[config.mk]
export PLATFORM = sky130hd
export DESIGN_NAME = button_to_stick_report_mapper
export DESIGN_NICKNAME = d
export VERILOG_FILES = /design/src/rtl/bsrm_pkg.sv /design/src/rtl/button_to_stick_report_mapper.sv /design/src/rtl/bsrm_ctrl.sv /design/src/rtl/bsrm_dp.sv
export SDC_FILE = /design/constraint.sdc
export NUM_CORES = 1
export LEC_CHECK = 0
export CAP_MARGIN = 10
export CORE_ASPECT_RATIO = 0.8
export CORE_MARGIN = 2
export CORE_UTILIZATION = 55
export DETAILED_ROUTE_END_ITERATION = 8
export DONT_BUFFER_PORTS = 1
export GPL_ROUTABILITY_DRIVEN = 0
export HOLD_SLACK_MARGIN = 0.1
export PLACE_DENSITY_LB_ADDON = 0.05
export REMOVE_ABC_BUFFERS = 1
export SYNTH_ARGS = -nofsm -noshare
export SYNTH_HDL_FRONTEND = slang
export SYNTH_SLANG_ARGS = --single-unit
[constraint.sdc]
create_clock -name clk -period 28.2 [get_ports clk]
set_clock_uncertainty 0.15 [all_clocks]
set_input_delay 1.41 -clock clk [delete_from_list [all_inputs] [get_ports clk]]
set_output_delay 1.41 -clock clk [all_outputs]
set_load 0.05 [all_outputs]
[src/rtl/bsrm_pkg.sv]
// shared types and constants for the button-to-stick report mapper
// no dependencies
package bsrm_pkg;

  typedef struct packed {
    logic [7:0] whammy_raw;
    logic [7:0] action_keys;
    logic [1:0] modifier_keys;
    logic [3:0] cstick_keys;
    logic [3:0] direction_keys;
  } bsrm_in_t;

  typedef struct packed {
    logic [7:0] button_bits;
    logic [3:0] dpad_bits;
    logic [7:0] trigger_right;
    logic [7:0] trigger_left;
    logic [7:0] cstick_y;
    logic [7:0] cstick_x;
    logic [7:0] main_y;
    logic [7:0] main_x;
  } bsrm_out_t;

  // configuration register indexes
  localparam logic [2:0] REG_BAN_PARASOL   = 3'd0;
  localparam logic [2:0] REG_BAN_SIDE_SPEC = 3'd1;
  localparam logic [2:0] REG_WHAMMY_HIGH   = 3'd2;
  localparam logic [2:0] REG_WHAMMY_LOW    = 3'd3;
  localparam logic [2:0] REG_WHAMMY_DZ     = 3'd4;

  localparam logic [7:0] TRIGGER_FULL = 8'd140;
  localparam logic [7:0] WHAMMY_MAX   = 8'd255;
  localparam int         DIV_STEPS    = 16;

  // command from controller to datapath
  typedef struct packed {
    logic load;
    logic div_step;
  } bsrm_cmd_t;

  // status from datapath to controller
  typedef struct packed {
    logic need_div;
  } bsrm_sts_t;

endpackage

[src/rtl/button_to_stick_report_mapper.sv]
// top level: config registers, controller and datapath
// depends on bsrm_pkg, bsrm_ctrl, bsrm_dp
//
// One scan item in, one report item out. An item goes from accept through the
// divide and done states to out_valid. A clamped whammy value needs no quotient
// bits; for a scaled one, the 16-bit restoring divider retires one quotient
// bit a cycle. One item is in flight at a time; the next is accepted once the
// report has been taken. in_ready and cfg_ready stay low while reset is held.
module button_to_stick_report_mapper
  import bsrm_pkg::*;
(
  input  logic       clk,
  input  logic       rst_n,
  input  logic       in_valid,
  output logic       in_ready,
  input  bsrm_in_t   in_data,
  output logic       out_valid,
  input  logic       out_ready,
  output bsrm_out_t  out_data,
  input  logic       cfg_valid,
  output logic       cfg_ready,
  input  logic [2:0] cfg_index,
  input  logic [7:0] cfg_data
);

  logic       ban_parasol_r, ban_side_spec_r;
  logic [7:0] whammy_high_r, whammy_low_r, whammy_dz_r;
  bsrm_cmd_t  cmd;
  bsrm_sts_t  sts;

  assign cfg_ready = rst_n;

  // configuration registers
  always_ff @(posedge clk) begin
    if (!rst_n) begin
      ban_parasol_r   <= 1'b0;
      ban_side_spec_r <= 1'b0;
      whammy_high_r   <= 8'd255;
      whammy_low_r    <= 8'd0;
      whammy_dz_r     <= 8'd13;
    end else if (cfg_valid) begin
      unique case (cfg_index)
        REG_BAN_PARASOL:   ban_parasol_r   <= cfg_data[0];
        REG_BAN_SIDE_SPEC: ban_side_spec_r <= cfg_data[0];
        REG_WHAMMY_HIGH:   whammy_high_r   <= cfg_data;
        REG_WHAMMY_LOW:    whammy_low_r    <= cfg_data;
        REG_WHAMMY_DZ:     whammy_dz_r     <= cfg_data;
        default: ;
      endcase
    end
  end

  bsrm_ctrl u_ctrl (
    .clk, .rst_n, .in_valid, .in_ready, .out_valid, .out_ready, .cmd, .sts
  );

  bsrm_dp u_dp (
    .clk, .rst_n, .in_data, .cmd, .sts,
    .ban_parasol   (ban_parasol_r),
    .ban_side_spec (ban_side_spec_r),
    .whammy_high   (whammy_high_r),
    .whammy_low    (whammy_low_r),
    .whammy_dz     (whammy_dz_r),
    .out_data
  );

endmodule

[src/rtl/bsrm_ctrl.sv]
// controller: accept, divide sequencing, result hand-off
// depends on bsrm_pkg
module bsrm_ctrl
  import bsrm_pkg::*;
(
  input  logic      clk,
  input  logic      rst_n,
  input  logic      in_valid,
  output logic      in_ready,
  output logic      out_valid,
  input  logic      out_ready,
  output bsrm_cmd_t cmd,
  input  bsrm_sts_t sts
);

  typedef enum logic [1:0] {S_IDLE, S_DIV, S_DONE} state_t;

  state_t     state_r;
  logic [4:0] cnt_r;
  logic       out_valid_r;

  // no item is taken while reset is held
  assign in_ready     = rst_n && (state_r == S_IDLE) && !out_valid_r;
  assign out_valid    = out_valid_r;
  assign cmd.load     = in_valid && in_ready;
  assign cmd.div_step = (state_r == S_DIV);

  // state and output valid
  always_ff @(posedge clk) begin
    if (!rst_n) begin
      state_r     <= S_IDLE;
      cnt_r       <= '0;
      out_valid_r <= 1'b0;
    end else begin
      if (out_valid_r && out_ready) out_valid_r <= 1'b0;
      unique case (state_r)
        S_IDLE: begin
          if (cmd.load) begin
            state_r <= S_DIV;
            cnt_r   <= '0;
          end
        end
        S_DIV: begin
          if (!sts.need_div || cnt_r == 5'(DIV_STEPS - 1)) state_r <= S_DONE;
          cnt_r <= cnt_r + 5'd1;
        end
        S_DONE: begin
          out_valid_r <= 1'b1;
          state_r     <= S_IDLE;
        end
        default: state_r <= S_IDLE;
      endcase
    end
  end

`ifndef ASSERT_OFF
  a_no_accept_busy: assert property (@(posedge clk) disable iff (!rst_n)
    (state_r != S_IDLE) |-> !in_ready) else $error("accept while busy");
  a_done_valid: assert property (@(posedge clk) disable iff (!rst_n)
    (state_r == S_DONE) |=> out_valid) else $error("result not presented");
  a_cnt_bound: assert property (@(posedge clk) disable iff (!rst_n)
    (state_r == S_DIV) |-> (cnt_r < 5'(DIV_STEPS))) else $error("divide overrun");
`endif

endmodule

[src/rtl/bsrm_dp.sv]
// datapath: lockout state, coordinate tables, whammy scaling with divider
// depends on bsrm_pkg
module bsrm_dp
  import bsrm_pkg::*;
(
  input  logic       clk,
  input  logic       rst_n,
  input  bsrm_in_t   in_data,
  input  bsrm_cmd_t  cmd,
  output bsrm_sts_t  sts,
  input  logic       ban_parasol,
  input  logic       ban_side_spec,
  input  logic [7:0] whammy_high,
  input  logic [7:0] whammy_low,
  input  logic [7:0] whammy_dz,
  output bsrm_out_t  out_data
);

  logic [3:0] held_r, lock_r;
  logic [3:0] lock_nxt, eff;
  logic [7:0] kx, ky, cx, cy;
  logic       mir_x, mir_y, cmx, cmy;
  bsrm_out_t  res_r;

  // lockout update
  always_comb begin
    logic [3:0] r;
    r = in_data.direction_keys;
    lock_nxt = lock_r;
    if (held_r[0] && r[0] && r[1] && !held_r[1]) lock_nxt[0] = 1'b1;
    if (held_r[1] && r[0] && r[1] && !held_r[0]) lock_nxt[1] = 1'b1;
    if (held_r[2] && r[2] && r[3] && !held_r[3]) lock_nxt[2] = 1'b1;
    if (held_r[3] && r[2] && r[3] && !held_r[2]) lock_nxt[3] = 1'b1;
    lock_nxt = lock_nxt & r;
    eff = r & ~lock_nxt;
  end

  always_ff @(posedge clk) begin
    if (!rst_n) begin
      held_r <= '0;
      lock_r <= '0;
    end else if (cmd.load) begin
      held_r <= in_data.direction_keys;
      lock_r <= lock_nxt;
    end
  end

  // main stick offset selection
  always_comb begin
    logic lf, rt, up, dn, mx, my, bb, bl, br, cl, cr, cu, cd, vert, horiz, rawlr;
    lf = eff[0]; rt = eff[1]; up = eff[2]; dn = eff[3];
    mx = in_data.modifier_keys[0]; my = in_data.modifier_keys[1];
    bb = in_data.action_keys[1]; bl = in_data.action_keys[5]; br = in_data.action_keys[6];
    cl = in_data.cstick_keys[0]; cr = in_data.cstick_keys[1];
    cu = in_data.cstick_keys[2]; cd = in_data.cstick_keys[3];
    vert = up || dn; horiz = lf || rt;
    rawlr = in_data.direction_keys[0] && in_data.direction_keys[1];
    kx = 8'd0; ky = 8'd0;
    if (vert && horiz) begin
      if (bl || br) begin
        if (mx == my) begin kx = 8'd56; ky = up ? 8'd56 : 8'd55; end
        else if (mx) begin kx = 8'd51; ky = 8'd30; end
        else if (ban_parasol && up) begin kx = 8'd38; ky = 8'd70; end
        else begin kx = 8'd40; ky = 8'd68; end
      end else if (bb && mx != my) begin
        if (mx) begin
          if (cd) begin kx = 8'd73; ky = 8'd36; end
          else if (cl) begin kx = 8'd68; ky = 8'd42; end
          else if (cu) begin kx = 8'd59; ky = 8'd43; end
          else if (cr) begin kx = 8'd51; ky = 8'd43; end
          else begin kx = 8'd73; ky = 8'd31; end
        end else begin
          if (cd) begin kx = 8'd36; ky = 8'd70; end
          else if (cl) begin kx = 8'd42; ky = 8'd68; end
          else if (cu) begin kx = 8'd47; ky = 8'd64; end
          else if (cr) begin kx = 8'd47; ky = 8'd57; end
          else begin kx = 8'd31; ky = 8'd73; end
        end
      end else if (mx != my) begin
        if (mx) begin
          if (cd) begin kx = 8'd56; ky = 8'd29; end
          else if (cl) begin kx = 8'd63; ky = 8'd39; end
          else if (cu) begin kx = 8'd56; ky = 8'd41; end
          else if (cr) begin kx = 8'd49; ky = 8'd42; end
          else begin kx = 8'd59; ky = 8'd25; end
        end else begin
          if (cd) begin kx = 8'd29; ky = 8'd56; end
          else if (cl) begin kx = 8'd39; ky = 8'd63; end
          else if (cu) begin kx = 8'd41; ky = 8'd56; end
          else if (cr) begin kx = 8'd51; ky = 8'd61; end
          else begin kx = 8'd25; ky = 8'd59; end
        end
      end else begin kx = 8'd56; ky = 8'd56; end
    end else if (horiz) begin
      if (mx == my) kx = 8'd80;
      else if (mx) kx = rawlr ? 8'd80 : 8'd53;
      else kx = ((ban_side_spec && bb) || rawlr) ? 8'd80 : 8'd27;
    end else if (vert) begin
      if (mx == my) ky = 8'd80;
      else if (mx) ky = 8'd43;
      else ky = 8'd59;
    end
    mir_x = horiz && !rt;
    mir_y = vert && !up;
    // c-stick
    cx = 8'd0; cy = 8'd0;
    if (mx && my) begin cx = 8'd0; cy = 8'd0; end
    else if ((cu != cd) && (cl != cr)) begin cx = 8'd42; cy = 8'd68; end
    else if (cl != cr) begin
      if (mx) begin cx = 8'd67; cy = up ? 8'd25 : 8'd231; end
      else cx = 8'd80;
    end else if (cu != cd) cy = 8'd80;
    cmx = (cl != cr) && cl;
    cmy = (cu != cd) && cd;
  end

  // whammy scaling setup
  logic        inv, w_fixed;
  logic [7:0]  lo, hi, w_const, act_v;
  logic [15:0] num_v;
  always_comb begin
    logic signed [9:0] thr;
    logic [7:0] t, r;
    r   = in_data.whammy_raw;
    inv = whammy_low > whammy_high;
    lo  = inv ? whammy_high : whammy_low;
    hi  = inv ? whammy_low : whammy_high;
    thr = $signed({2'b00, hi}) - $signed({2'b00, whammy_dz});
    t   = lo + whammy_dz;
    w_fixed = 1'b1; w_const = 8'd0; act_v = 8'd1; num_v = '0;
    if (inv) begin
      if ($signed({2'b00, r}) >= thr) w_const = 8'd0;
      else if (r <= lo) w_const = WHAMMY_MAX;
      else begin
        act_v = hi - whammy_dz - lo;
        if (act_v != 8'd0) begin
          w_fixed = 1'b0;
          num_v   = (16'(hi) - 16'(whammy_dz) - 16'(r)) * 16'd255;
        end
      end
    end else begin
      if (r <= t) w_const = 8'd0;
      else if (r >= hi) w_const = WHAMMY_MAX;
      else begin
        act_v = hi - t;
        if (act_v != 8'd0) begin
          w_fixed = 1'b0;
          num_v   = (16'(r) - 16'(t)) * 16'd255;
        end
      end
    end
  end

  // restoring divider, one quotient bit a step
  logic [15:0] quo_r;
  logic [8:0]  rem_r;
  logic [7:0]  dvs_r;
  logic        fixed_r;
  logic [8:0]  rem_sh;
  assign rem_sh = {rem_r[7:0], quo_r[15]};
  assign sts.need_div = !fixed_r;

  always_ff @(posedge clk) begin
    if (cmd.load) begin
      fixed_r <= w_fixed;
      quo_r   <= num_v;
      rem_r   <= '0;
      dvs_r   <= act_v;
      res_r.main_x        <= mir_x ? 8'd0 - (8'd128 + kx) : 8'd128 + kx;
      res_r.main_y        <= mir_y ? 8'd0 - (8'd128 + ky) : 8'd128 + ky;
      res_r.cstick_x      <= cmx ? 8'd128 - cx : 8'd128 + cx;
      res_r.cstick_y      <= cmy ? 8'd128 - cy : 8'd128 + cy;
      res_r.trigger_left  <= in_data.action_keys[5] ? TRIGGER_FULL : 8'd0;
      res_r.trigger_right <= in_data.action_keys[6] ? TRIGGER_FULL : w_const;
      res_r.dpad_bits     <= (&in_data.modifier_keys) ? in_data.cstick_keys : 4'd0;
      res_r.button_bits   <= in_data.action_keys;
    end else if (cmd.div_step && !fixed_r) begin
      if (rem_sh >= {1'b0, dvs_r}) begin
        rem_r <= rem_sh - {1'b0, dvs_r};
        quo_r <= {quo_r[14:0], 1'b1};
      end else begin
        rem_r <= rem_sh;
        quo_r <= {quo_r[14:0], 1'b0};
      end
    end
  end

  always_comb begin
    out_data = res_r;
    if (!fixed_r && !res_r.button_bits[6]) out_data.trigger_right = quo_r[7:0];
  end

`ifndef ASSERT_OFF
  a_lock_sub: assert property (@(posedge clk) disable iff (!rst_n)
    (lock_r & ~held_r) == 4'd0) else $error("lock on released key");
  a_rem_bound: assert property (@(posedge clk) disable iff (!rst_n)
    (cmd.div_step && !fixed_r) |-> (rem_r < {1'b0, dvs_r})) else $error("remainder");
  a_trig_l: assert property (@(posedge clk) disable iff (!rst_n)
    $past(cmd.load) |-> (res_r.trigger_left == 8'd0 || res_r.trigger_left == TRIGGER_FULL))
    else $error("trigger left");
`endif

endmodule

Word level (Yosys, flattened, before mapping)
Index checks and enable logic that the tools add are counted.
{"block": "totals", "reg_bits": 135, "latch_bits": 0, "ram_bits": 0, "romBits": 0, "out_inout_bits": 63, "elab_cells": 239, "mem_count": 0}
{"block": "op_classes", "addsub": 18, "multipliers": 2, "div": 0, "magnitude_cmp": 6, "eq_ne": 13, "shifts": 0, "n_mux": 117, "bitwise": 3, "reduce_logical": 58}
{"operator": "$mux W8", "count": 73}
{"operator": "$mux W16", "count": 9}
{"operator": "$mux W7", "count": 5}
{"operator": "$add A8 B8 Y8 const A", "count": 4}
{"operator": "$mul A16 B8 Y16 const B", "count": 2}
{"operator": "$sub A8 B8 Y8", "count": 4}
{"operator": "$logic_and A1 B1 Y1", "count": 29}
{"operator": "$sub A8 B8 Y9", "count": 3}
{"operator": "$mux W6", "count": 4}
{"operator": "$le A8 B8 Y1", "count": 2}
{"operator": "$reduce_and A2 Y1", "count": 8}
{"operator": "$reduce_bool A8 Y1", "count": 2}
{"operator": "$sub A1 B8 Y8 const A", "count": 2}
{"operator": "$sub A16 B8 Y16", "count": 1}
{"operator": "$sub A8 B8 Y8 const A", "count": 2}
{"operator": "$mux W5", "count": 3}
{"operator": "$mux W1", "count": 14}
{"operator": "$mux W4", "count": 3}
{"operator": "$ge A9 B10 Y1", "count": 1}
{"operator": "$pmux W5 S2", "count": 1}
{"operator": "$ge A9 B8 Y1", "count": 1}
{"operator": "$logic_not A1 Y1", "count": 9}
{"operator": "$add A8 B8 Y8", "count": 1}
{"operator": "$and A4 B4 Y4", "count": 2}
{"operator": "other kinds (20)", "count": 32}

Longest topological paths before layout
{"block": "depth", "depth_word": 16, "mapped_depth": 45, "depth_no_buf": 40}

By module
A second synthesis with hierarchy kept.
{"block": "hier_totals", "hier_cells": 1575, "hier_area_um2": 13965.9}
{"mod": "bsrm_dp", "instances": 1, "cells_per_inst": 1421, "area_per_inst_um2": 12462.0}
{"mod": "button_to_stick_report_mapper", "instances": 1, "cells_per_inst": 109, "area_per_inst_um2": 1109.8}
{"mod": "bsrm_ctrl", "instances": 1, "cells_per_inst": 45, "area_per_inst_um2": 394.1}

Least setup slack after synthesis
Ideal clock, no wire load.
{"block": "synth_path", "kind": "flip-flop to flip-flop", "from": "register whammy_low_r[1]", "to": "register u_dp.quo_r[15] (data pin)", "setup_ps": 263, "arrival_time_ps": 9089, "t_required_ps": 27787, "path_slack_ps": 18698, "stages_incl_launch_ff": 38, "n_path_buf": 3, "period_less_slack_ps": 9502, "path_cell_list": "dfxtp_1 ha_1 nor2b_1 o211a_1 or4_4 nand2_4 inv_1 clkbuf_1 o21ai_0 ha_1 inv_1 fa_1 inv_1 fa_1 nand2b_1 a21oi_1 nand2_1 a2111oi_1 [... 2 more ...] buf_2 xor2_1 xnor2_1 fa_1 fa_1 inv_1 fa_1 inv_1 ha_1 a21oi_1 o21bai_1 and4_1 a2111oi_0 o21bai_1 a21oi_1 xor2_1 xnor2_1 o211ai_2"}
{"block": "synth_via", "elab_chain_cells": 10}
{"element": "start, declared", "line_no": "button_to_stick_report_mapper.sv:27", "text": "logic [7:0] whammy_high_r, whammy_low_r, whammy_dz_r;"}
{"element": "start signal, assigned", "line_no": "button_to_stick_report_mapper.sv:46", "text": "REG_WHAMMY_LOW: whammy_low_r <= cfg_data;"}
{"element": "$gt A8 B8 Y1", "line_no": "bsrm_dp.sv:125", "text": "inv = whammy_low > whammy_high;"}
{"element": "$mux W8 (on tied branches)", "line_no": "bsrm_dp.sv:127, bsrm_dp.sv:126"}
{"element": "$sub A8 B8 Y9 (tied with other cells)", "line_no": "bsrm_dp.sv:128, bsrm_dp.sv:138"}
{"element": "$sub A16 B8 Y16 (tied with other cells)", "line_no": "bsrm_dp.sv:138", "text": "num_v = (16'(hi) - 16'(whammy_dz) - 16'(r)) * 16'd255;"}
{"element": "$mul A16 B8 Y16 (tied with other cells)", "line_no": "bsrm_dp.sv:138"}
{"element": "$mux W16 (on tied branches)", "line_no": "bsrm_dp.sv:136, bsrm_dp.sv:146"}
{"element": "$mux W16 (on tied branches)", "line_no": "bsrm_dp.sv:133, bsrm_dp.sv:143"}
{"element": "$mux W16 (on tied branches)", "line_no": "bsrm_dp.sv:132, bsrm_dp.sv:142"}
{"element": "$mux W16 *", "line_no": "bsrm_dp.sv:131", "text": "if (inv) begin"}
{"element": "$mux W16 *", "line_no": "bsrm_dp.sv:164", "text": "if (cmd.load) begin"}
{"element": "end signal, assigned", "line_no": "bsrm_dp.sv:166", "text": "quo_r <= num_v;"}
{"element": "end signal, assigned", "line_no": "bsrm_dp.sv:180", "text": "quo_r <= {quo_r[14:0], 1'b1};"}
{"element": "end signal, assigned", "line_no": "bsrm_dp.sv:183", "text": "quo_r <= {quo_r[14:0], 1'b0};"}
{"element": "end, declared", "line_no": "bsrm_dp.sv:155", "text": "logic [15:0] quo_r;"}
Every way passes the cells marked *; elsewhere a longest branch is shown, timed or not.
A chain may end at the register's enable or synchronous reset.

Worst setup path in the final report
Ends and elaborated chain as after synthesis.

==> out/qor.yml <==
layout_common_cells: "inv_1 (246), ha_1 (161), nand2_1 (133), nor2_1 (117), a21oi_1 (85)"
cts-resized-gates: 0
insertedDiodeCount: 0
crit_cells: 34
insertion_delay_ps: 420
critical-path-top-delay-family: "compound AO/OA/AOI/OAI gates"
finalMaxSlewViolations: 0
ys_ff_latch: 120
ant_nets: 0
first_pass_iters: 5
grt_pass1_wl_um: 52200
grt_overflow_total: 0
portBuffers: 0
holdBufCountCts: 0
syn_area_per_cell_um2: 8.55
post-cts-setup-buffers: 0
drv_cap: 0
hold_violations: 0
htreeDepth: 4
min_period_ps: 10820
wl_um: 31900
dp_hpwl_um: 25300
die_area_mm2: 0.0269
die_x_um: 183
synth_edf_count: 70
antenna_found_initial: 0
cts_buffers: 17
synth-seq-area-share_pct: 22.0
crit_buf_inv: 5
synthFlopType: "edfxtp_1"
regToRegStartpoint: "whammy_low_r[1]$_SDFFE_PN0P_"
seq_area_mm2: 0.00310
vias_per_cell: 5.60
required_ps: 28220
tns_ps: 0
nets: 1852
root_buffer: "clkbuf_16"
run_status: "complete, no violations"
synth-async-reset-ratio_pct: 0
ys_types: 89
fillers: 2333
tightest_slew_ps: 1130
initial_core_util_pct: 55.8
holdPathStages: 2
path_class: "reg -> reg"
num_rows: 52
grt_usage_pct: 24.3
clock_sinks: 120
wire_per_inst_um: 16.7
crit_slowest_cell: "a2111oi_0"
setup_viol: 0
layout_commonest_cell: "inv_1"
multiInputGateArea_mm2: 0.00945
crit_fanout: 19
ios: 105
ys_warn_count: 0
cts_tree: "yes"
max_stage_delay_ps: 690
slew_headroom_pct: 24.3
crit_path_start: "whammy_low_r[1]$_SDFFE_PN0P_"
finalCritPeriodShare_pct: 38.4
max_freq_mhz: 92.5
num_vias: 10700
remaining_drc_errors: 0
start_kind: "flip-flop"
first_iter_violations: 664
first_global_vias: 9853
cp.arrival_ps: 10840
final_layout_size_suffix_gt1_share_pct: 4.17
rsz0062_at_grt: "no"
hold_path.class: "reg -> reg"
core_area_mm2: 0.0252
area_growth_pct: 2.91
worst_hold_startpoint: "u_dp.rem_r[7]$_SDFFE_PP0P_"
die_height_um: 147
cp-end-kind: "flip-flop"
cts_max_path_buffers: 2
postSynthCellCount: 1648
path_clk_slew_ps: 60
r2r_cells: 34
syn-cell-area_mm2: 0.0141
grt_max_degree: 67
layout make-up:
type	count	area share [%]
multi-input combinational	1181	65.2
sequential	120	21.4
inverter	247	6.40
clock buffer	17	2.93
tap	324	2.80
clock inverter	15	0.984
timing repair buffer	4	0.293
layer usage:
| metal | GRT usage (%) | vias up | share of wire [%] |
|---|---|---|---|
| li1 | - | 5396 | - |
| met1 | 37.9 | 5006 | 53 |
| met2 | 35.2 | 257 | 41 |
| met3 | 4.14 | 21 | 4.8 |
| met4 | 4.80 | 0 | 0.80 |
| met5 | 0 | - | 0 |
synthesized netlist by cell type, drive strengths merged, types with 6 or more instances:
| cell type | number | area [µm²] |
|---|---|---|
| nand2 | 134 | 510 |
| nand3 | 31 | 155 |
| fa | 78 | 1560 |
| or3 | 6 | 42.5 |
| buf | 65 | 482 |
| o22ai | 6 | 37.5 |
| and2 | 11 | 68.8 |
| edfxtp | 70 | 2100 |
| a21boi | 21 | 158 |
| a211oi | 8 | 65.1 |
| o211ai | 15 | 118 |
| nor2b | 26 | 163 |
| xor2 | 47 | 412 |
| nand4 | 7 | 43.8 |
| xnor2 | 78 | 683 |
| and3 | 7 | 43.8 |
| inv | 246 | 923 |
| dfxtp | 50 | 1000 |
| ha | 161 | 2010 |
| mux2i | 8 | 83.8 |
| a31oi | 6 | 37.5 |
| o21bai | 11 | 82.6 |
| nand2b | 34 | 213 |
| nor4 | 7 | 43.8 |
| a21o | 63 | 473 |
| o21a | 9 | 67.6 |
| nor2 | 117 | 439 |
| o21ai | 82 | 410 |
| nor3 | 21 | 110 |
| a21oi | 87 | 450 |
| a221oi | 18 | 208 |
| clkbuf | 39 | 146 |
registers in the layout, indices dropped and copies added (netlist names), 2 cells and up:
register	count
u_dp.out_data	43
u_dp.quo_r	16
u_dp.dvs_r	8
u_dp.rem_r	8
whammy_dz_r	8
whammy_high_r	8
whammy_low_r	8
u_ctrl.cnt_r	5
u_dp.held_r	4
u_dp.lock_r	4
u_ctrl.state_r	2
u_dp.res_r	2
path summary, 6_finish.rpt:
| path | to | slack, ps |
|---|---|---|
| max | u_dp.quo_r[15]$_DFFE_PP_ | 17380 |
| min reg2reg | u_dp.rem_r[7]$_SDFFE_PP0P_ | 320 |
| min | u_dp.rem_r[7]$_SDFFE_PP0P_ | 320 |
| max reg2reg | u_dp.quo_r[15]$_DFFE_PP_ | 17380 |
cell families (layout without fill, tap and decap cells):
kind of cell | after synthesis | in the layout | share of synthesized area, %
simple gates | 427 | 427 | 14.6
compound gates | 372 | 372 | 18.1
buf+inv | 351 | 283 | 11.0
fa+ha+maj | 242 | 242 | 25.6
xor+xnor | 125 | 125 | 7.77
flops | 120 | 120 | 22.0
mux | 10 | 10 | 0.835
other cells | 1 | 5 | 0.0266
through the flow:
step	worst slack [ps]	utilization, %	area (µm²)	hold WS (ps)	instances
2_1_floorplan	18640	-	13500	273	1548
3_3_place_gp	17790	55.2	13900	300	1876
3_5_place_dp	17480	55.2	13900	305	1876
4_1_cts	17450	57.4	14500	320	1908
5_1_grt	16700	57.4	14500	344	1908
6_report	17380	57.4	14500	324	1908
worst min-delay path: cells and delay by family (launching register included):
| family | cells | cell delay [ps] |
|---|---|---|
| compound gates | 1 | 60 |
| flops | 1 | 320 |
| simple gates | 1 | 50 |
Power is not shown: default switching activity piles up to over one toggle a cycle in this logic, so the estimate is an artifact.
